## config.mk

```make
export PLATFORM = sky130hd
export DESIGN_NAME = scp_mul_round
export DESIGN_NICKNAME = d
export VERILOG_FILES = /design/src/scp_pkg.sv /design/src/scp_mul_round.sv
export SDC_FILE = /design/constraint.sdc
export NUM_CORES = 2
export LEC_CHECK = 0
export BUFFER_PORTS_ARGS = -buffer_cell sky130_fd_sc_hd__buf_2
export CORE_MARGIN = 5
export CORE_UTILIZATION = 67
export CTS_BUF_LIST = sky130_fd_sc_hd__clkbuf_4
export DETAILED_ROUTE_END_ITERATION = 8
export HOLD_SLACK_MARGIN = 0.06
export PLACE_DENSITY = 0.84
export RECOVER_POWER = 50
export SLEW_MARGIN = 25
export SYNTH_ARGS = -nofsm -noshare
export SYNTH_HDL_FRONTEND = slang
export SYNTH_SLANG_ARGS = --single-unit
```

## constraint.sdc

```tcl
create_clock -name aclk -period 10.2 [get_ports aclk]
set_input_delay 0.51 -clock aclk [delete_from_list [all_inputs] [get_ports aclk]]
set_output_delay 0.51 -clock aclk [all_outputs]
set_load 0.005 [all_outputs]
```

## src/scp_pkg.sv

```systemverilog
package scp_pkg;

    // field widths
    localparam int ANGLE_W    = 32;
    localparam int OUT_W      = 18;

    // range reduction
    localparam int MAG_W      = 32;
    localparam int INV_W      = 30;
    localparam int PROD_W     = MAG_W + INV_W;
    localparam int TURN_SH    = 56;
    localparam int TURN_W     = PROD_W - TURN_SH;
    localparam int RED_W      = 28;
    localparam int Y_W        = 27;

    // polynomial datapath
    localparam int Y2_W       = 27;
    localparam int T_W        = 32;
    localparam int FRAC_SH    = 24;
    localparam int SIN_SH     = 38;
    localparam int SIN_W      = 20;
    localparam int COS_SH     = 14;
    localparam int COS_W      = 19;

    localparam int NUM_STAGES = 16;

    // 1/(2*pi) in Q0.32; 2*pi, pi, pi/2 in Q8.24
    localparam logic [INV_W-1:0]        Q_INV2PI = 30'd683565275;
    localparam logic signed [RED_W-1:0] Q_2PI    = 28'sd105414357;
    localparam logic signed [RED_W-1:0] Q_PI     = 28'sd52707179;
    localparam logic signed [RED_W-1:0] Q_PIDIV2 = 28'sd26353589;

    // Horner coefficients, Q2.30, with their signs folded in
    localparam logic signed [T_W-1:0] Q_ONE    = 32'sd1073741824;
    localparam logic signed [T_W-1:0] S_C7_NEG = -32'sd198907;
    localparam logic signed [T_W-1:0] S_C5     = 32'sd8927036;
    localparam logic signed [T_W-1:0] S_C3_NEG = -32'sd178948223;
    localparam logic signed [T_W-1:0] C_C6_NEG = -32'sd1364987;
    localparam logic signed [T_W-1:0] C_C4     = 32'sd44553756;
    localparam logic signed [T_W-1:0] C_C2_NEG = -32'sd536793023;

    localparam logic signed [SIN_W-1:0] OUT_MAX = 20'sd65536;

    // load enables for a two-stage multiply/round unit
    typedef struct packed {
        logic prod;
        logic sum;
    } scp_ld_t;

endpackage

```

## src/scp_mul_round.sv

```systemverilog
// Two register stages: product, then round half away from zero plus addend.
module scp_mul_round import scp_pkg::*; #(
    parameter int A_W   = T_W,
    parameter int B_W   = Y2_W,
    parameter int SHIFT = FRAC_SH,
    parameter int R_W   = T_W
) (
    input  logic                  aclk,
    input  scp_ld_t               ld,
    input  logic signed [A_W-1:0] op_a,
    input  logic signed [B_W-1:0] op_b,
    input  logic signed [R_W-1:0] addend,
    output logic signed [R_W-1:0] result
);

    localparam int P_W = A_W + B_W;
    localparam int S_W = P_W + 2;
    localparam logic [S_W-1:0] HALF = S_W'(1) << (SHIFT - 1);

    logic signed [P_W-1:0] prod_reg, prod_next;
    logic signed [R_W-1:0] result_reg, result_next;
    logic [S_W-1:0]        prod_x, add_x, sum_full;

    assign prod_next = P_W'(op_a) * P_W'(op_b);

    // negative products round with half minus one, then floor: half away from zero
    always_comb begin
        prod_x      = S_W'(prod_reg);
        add_x       = S_W'(addend) << SHIFT;
        sum_full    = prod_x + add_x + HALF - S_W'(prod_reg[P_W-1]);
        result_next = sum_full[SHIFT +: R_W];
    end

    always_ff @(posedge aclk) begin
        if (ld.prod) begin
            prod_reg <= prod_next;
        end
        if (ld.sum) begin
            result_reg <= result_next;
        end
    end

    assign result = result_reg;

endmodule
```

==> metrics.txt <==
synth unique cells=65; Synth area leaders=fa_1 (49%), inv_1 (12%), ha_1 (8.6%); proportion of layout cells with a drive suffix above 1=under 10%; vias in the first global route=approximately 30000; HP Start=addend[31]; Slew Viols, Final=approximately 120; Worst EP required=between 10 and 15 ns; syn_area_per_cell=slightly above 9 um2; Synth Area in Adders=57.2%; Overflow after GRT=0; crit path time final=between 8 and 9 ns; net count after synthesis=around 5200; CTS tree=yes; CP top delay family=adder cells; Final Hold Viols=0; Yosys top cell by area=fa_1; register area share after synthesis=between 7 and 8%; Post-CTS Setup Bufs=0; post-synth top area share=about half; crit start category=primary input; WP data arrival=between 8 and 9 ns; HP Class=primary input to flip-flop; Critical Path Most Common Cell=fa_1; DRT iter0 DRCs=roughly 1800; initial core utilization=between 60% and 70%; H-Tree Depth=3; Setup-failing EPs final=0; Worst path max stage delay=roughly 1.2 ns; TritonCTS Buffers=9; Yosys reg bits=between 80 and 90; cell count after placement=4669; DIE HEIGHT=~240 um; CP startpoint=op_b[0]; row cnt=85; most frequent cell after synthesis=inv_1; nets=~5200; cts hold-fix bufs=0; Synth Area in Compound Gates=about 5.2%; initial antenna violation count=3; wirelength, routed=slightly above 90000 um; setup TNS=0 ns; Rel. slew slack=-89.3%; failing checks=max-capacitance violations, max-slew violations; Post-synth top flop=edfxtp_1; Max Cap Violations=3; Post-synth ARST share=0%; largest family of logic cells by synthesized area=adder cells; XOR/XNOR Fraction of Synth Area=2.11%; hold path cells=3; RePlAce Congestion=0.940; RSZ-0062 raised after global routing=no; CP Max Fanout=32; average routed wire per standard cell=19.4 um; Synth Cell Area=36500 um2; Area Growth Syn to Fin=2.71%; post-route insts no fill=roughly 4700; Synth Area in Simple Gates=14.7%; FF-to-FF path depth=9; Detailed Routing Iterations Pass 1=6; clk root buf=clkbuf_4; CTS sink count=89; fmax=roughly 0.12 GHz; vias=approximately 27000; DRT antenna net count=0; critical-path cell list=clkbuf_1 -> nand2_1 -> inv_1 -> fa_1 -> fa_1 -> fa_1 -> ha_1 -> inv_1 -> fa_1 -> inv_1 -> fa_1 -> fa_1 -> ha_1 -> a21o_1 -> a21o_1 -> a21oi_1 -> a2bb2oi_1 -> a21oi_1 -> o21a_1 -> a311o_1 -> a21oi_1 -> xnor2_1; Final period util=approximately four fifths; Post-route DRC=0; CP Buf/Inv Count=4; status=complete, but fails checks; Synthesis Warnings=0; Worst-path clk slew=between 0.1 and 0.15 ns; worst-margin pin slew=2.84 ns; Levels on crit path=22; mux share of post-synthesis cell area=0.0548%; worst-skew pair later-pin latency=0.46 ns; Clock Tree Buf Depth=2; Post-synth EDFFs=between 80 and 90; fillers=about 4200; first-pass GRT wire length=152000 um; Worst path slowest cell=clkbuf_1; crit path kind=primary input to flip-flop; CP endpoint kind=flip-flop; Detailed Place HPWL=72600 um; # IOs=between 100 and 150; core area=between 50000 and 60000 um2; Post-synth top cells=inv_1 (1138), fa_1 (886), nand2_1 (524); CTS resizes=0; die area=around 60000 um2; Chip Width=about 240 um; max reg flops=57; cell count after synthesis=4017; start of the worst register-to-register path=prod_reg[16]$_DFFE_PP_; largest net degree at the start of global routing=58; buffers added on ports=roughly 130; Clock Skew=about 0.012 ns; GRT Resource Usage Total=between 30% and 40%; Vias/cell=about 5.7
==> cell families after synthesis <==
kind of cell	Yosys count
muxes	2
DFF	89
adders and majority gates	1137
xor gates and xnor gates	88
buffers and inverters	1309
AOI/OAI and AO/OA	293
and+or+nand+nor	1099
==> layout make-up <==
| type | instances | area [um2] | area share [%] |
|---|---|---|---|
| Multi-Input combinational cell | 2619 | 28900 | 77.1 |
| Inverter | 1139 | 4280 | 11.4 |
| Sequential cell | 89 | 2670 | 7.13 |
| Tap cell | 696 | 871 | 2.32 |
| Timing Repair Buffer | 126 | 616 | 1.64 |
| Clock buffer | 10 | 75.1 | 0.200 |
| Clock inverter | 6 | 66.3 | 0.177 |
| Antenna cell | 2 | 5.00 | 0.0133 |
==> worst paths after layout <==
check,endpoint,slack (ns)
worst max register to register,result[30]$_DFFE_PP_,6.90
worst max-delay path,prod_reg[55]$_DFFE_PP_,1.94
worst min-delay path,result[31]$_DFFE_PP_,0.59
worst min register to register,result[0]$_DFFE_PP_,0.88
==> stage by stage <==
step | instance area, um2 | setup slack [ns] | hold WS, ns | util, %
after floorplan | 36500 | 2.88 | 0.622 | -
after global placement | 37400 | 2.38 | 0.828 | 69.3
after detailed placement | 37400 | 2.23 | 0.832 | 69.3
after CTS | 37500 | 2.76 | 0.532 | 69.6
after global routing | 37500 | 1.28 | 0.567 | 69.5
final | 37500 | 1.94 | 0.588 | 69.5
==> per-layer routing <==
layer | track usage (%) | wire length [um]
met5 | 0 | 14
met4 | 10.3 | 3110
met3 | 10.6 | 12100
met2 | 50.2 | 41000
met1 | 43.3 | 34600
==> worst register-to-register path, delay by kind of cell, from the launching register on <==
family | cells | cell delay (ns)
adders and majority gates | 1 | 0.38
xor gates and xnor gates | 1 | 0.10
and+or+nand+nor | 1 | 0.29
AOI/OAI and AO/OA | 6 | 1.87
DFF | 1 | 0.42
==> cell usage in the layout, fill, tap and decap left out, types with 3 or more instances in the layout <==
cell type,netlist,final
nand2_1,524,524
nor4b_1,3,3
and2_1,380,379
a221oi_1,3,3
nor2_1,78,78
or3_1,4,4
nand4b_1,3,3
o31ai_1,4,4
nand4_1,12,12
xnor2_1,65,65
a31oi_1,11,11
a31o_2,3,3
and3_1,18,18
edfxtp_1,89,89
nand2b_1,13,13
fa_1,886,886
o311ai_0,5,5
inv_1,1138,1138
o211ai_1,8,8
buf_2,4,114
clkbuf_4,0,10
a311o_1,3,3
a211oi_1,11,11
o21ai_0,45,45
nand3_1,24,24
a21boi_0,4,4
nor2b_1,10,10
a21oi_1,99,99
a311oi_1,4,4
o21bai_1,18,18
ha_1,251,251
a21o_1,45,45
nor4_1,6,6
xor2_1,23,23
clkbuf_1,164,11
nor3_1,13,13
o21a_1,7,7
Power is left out: the tool's default activity adds up to more than one toggle a clock period on the data nets, which glitch-free logic cannot reach.
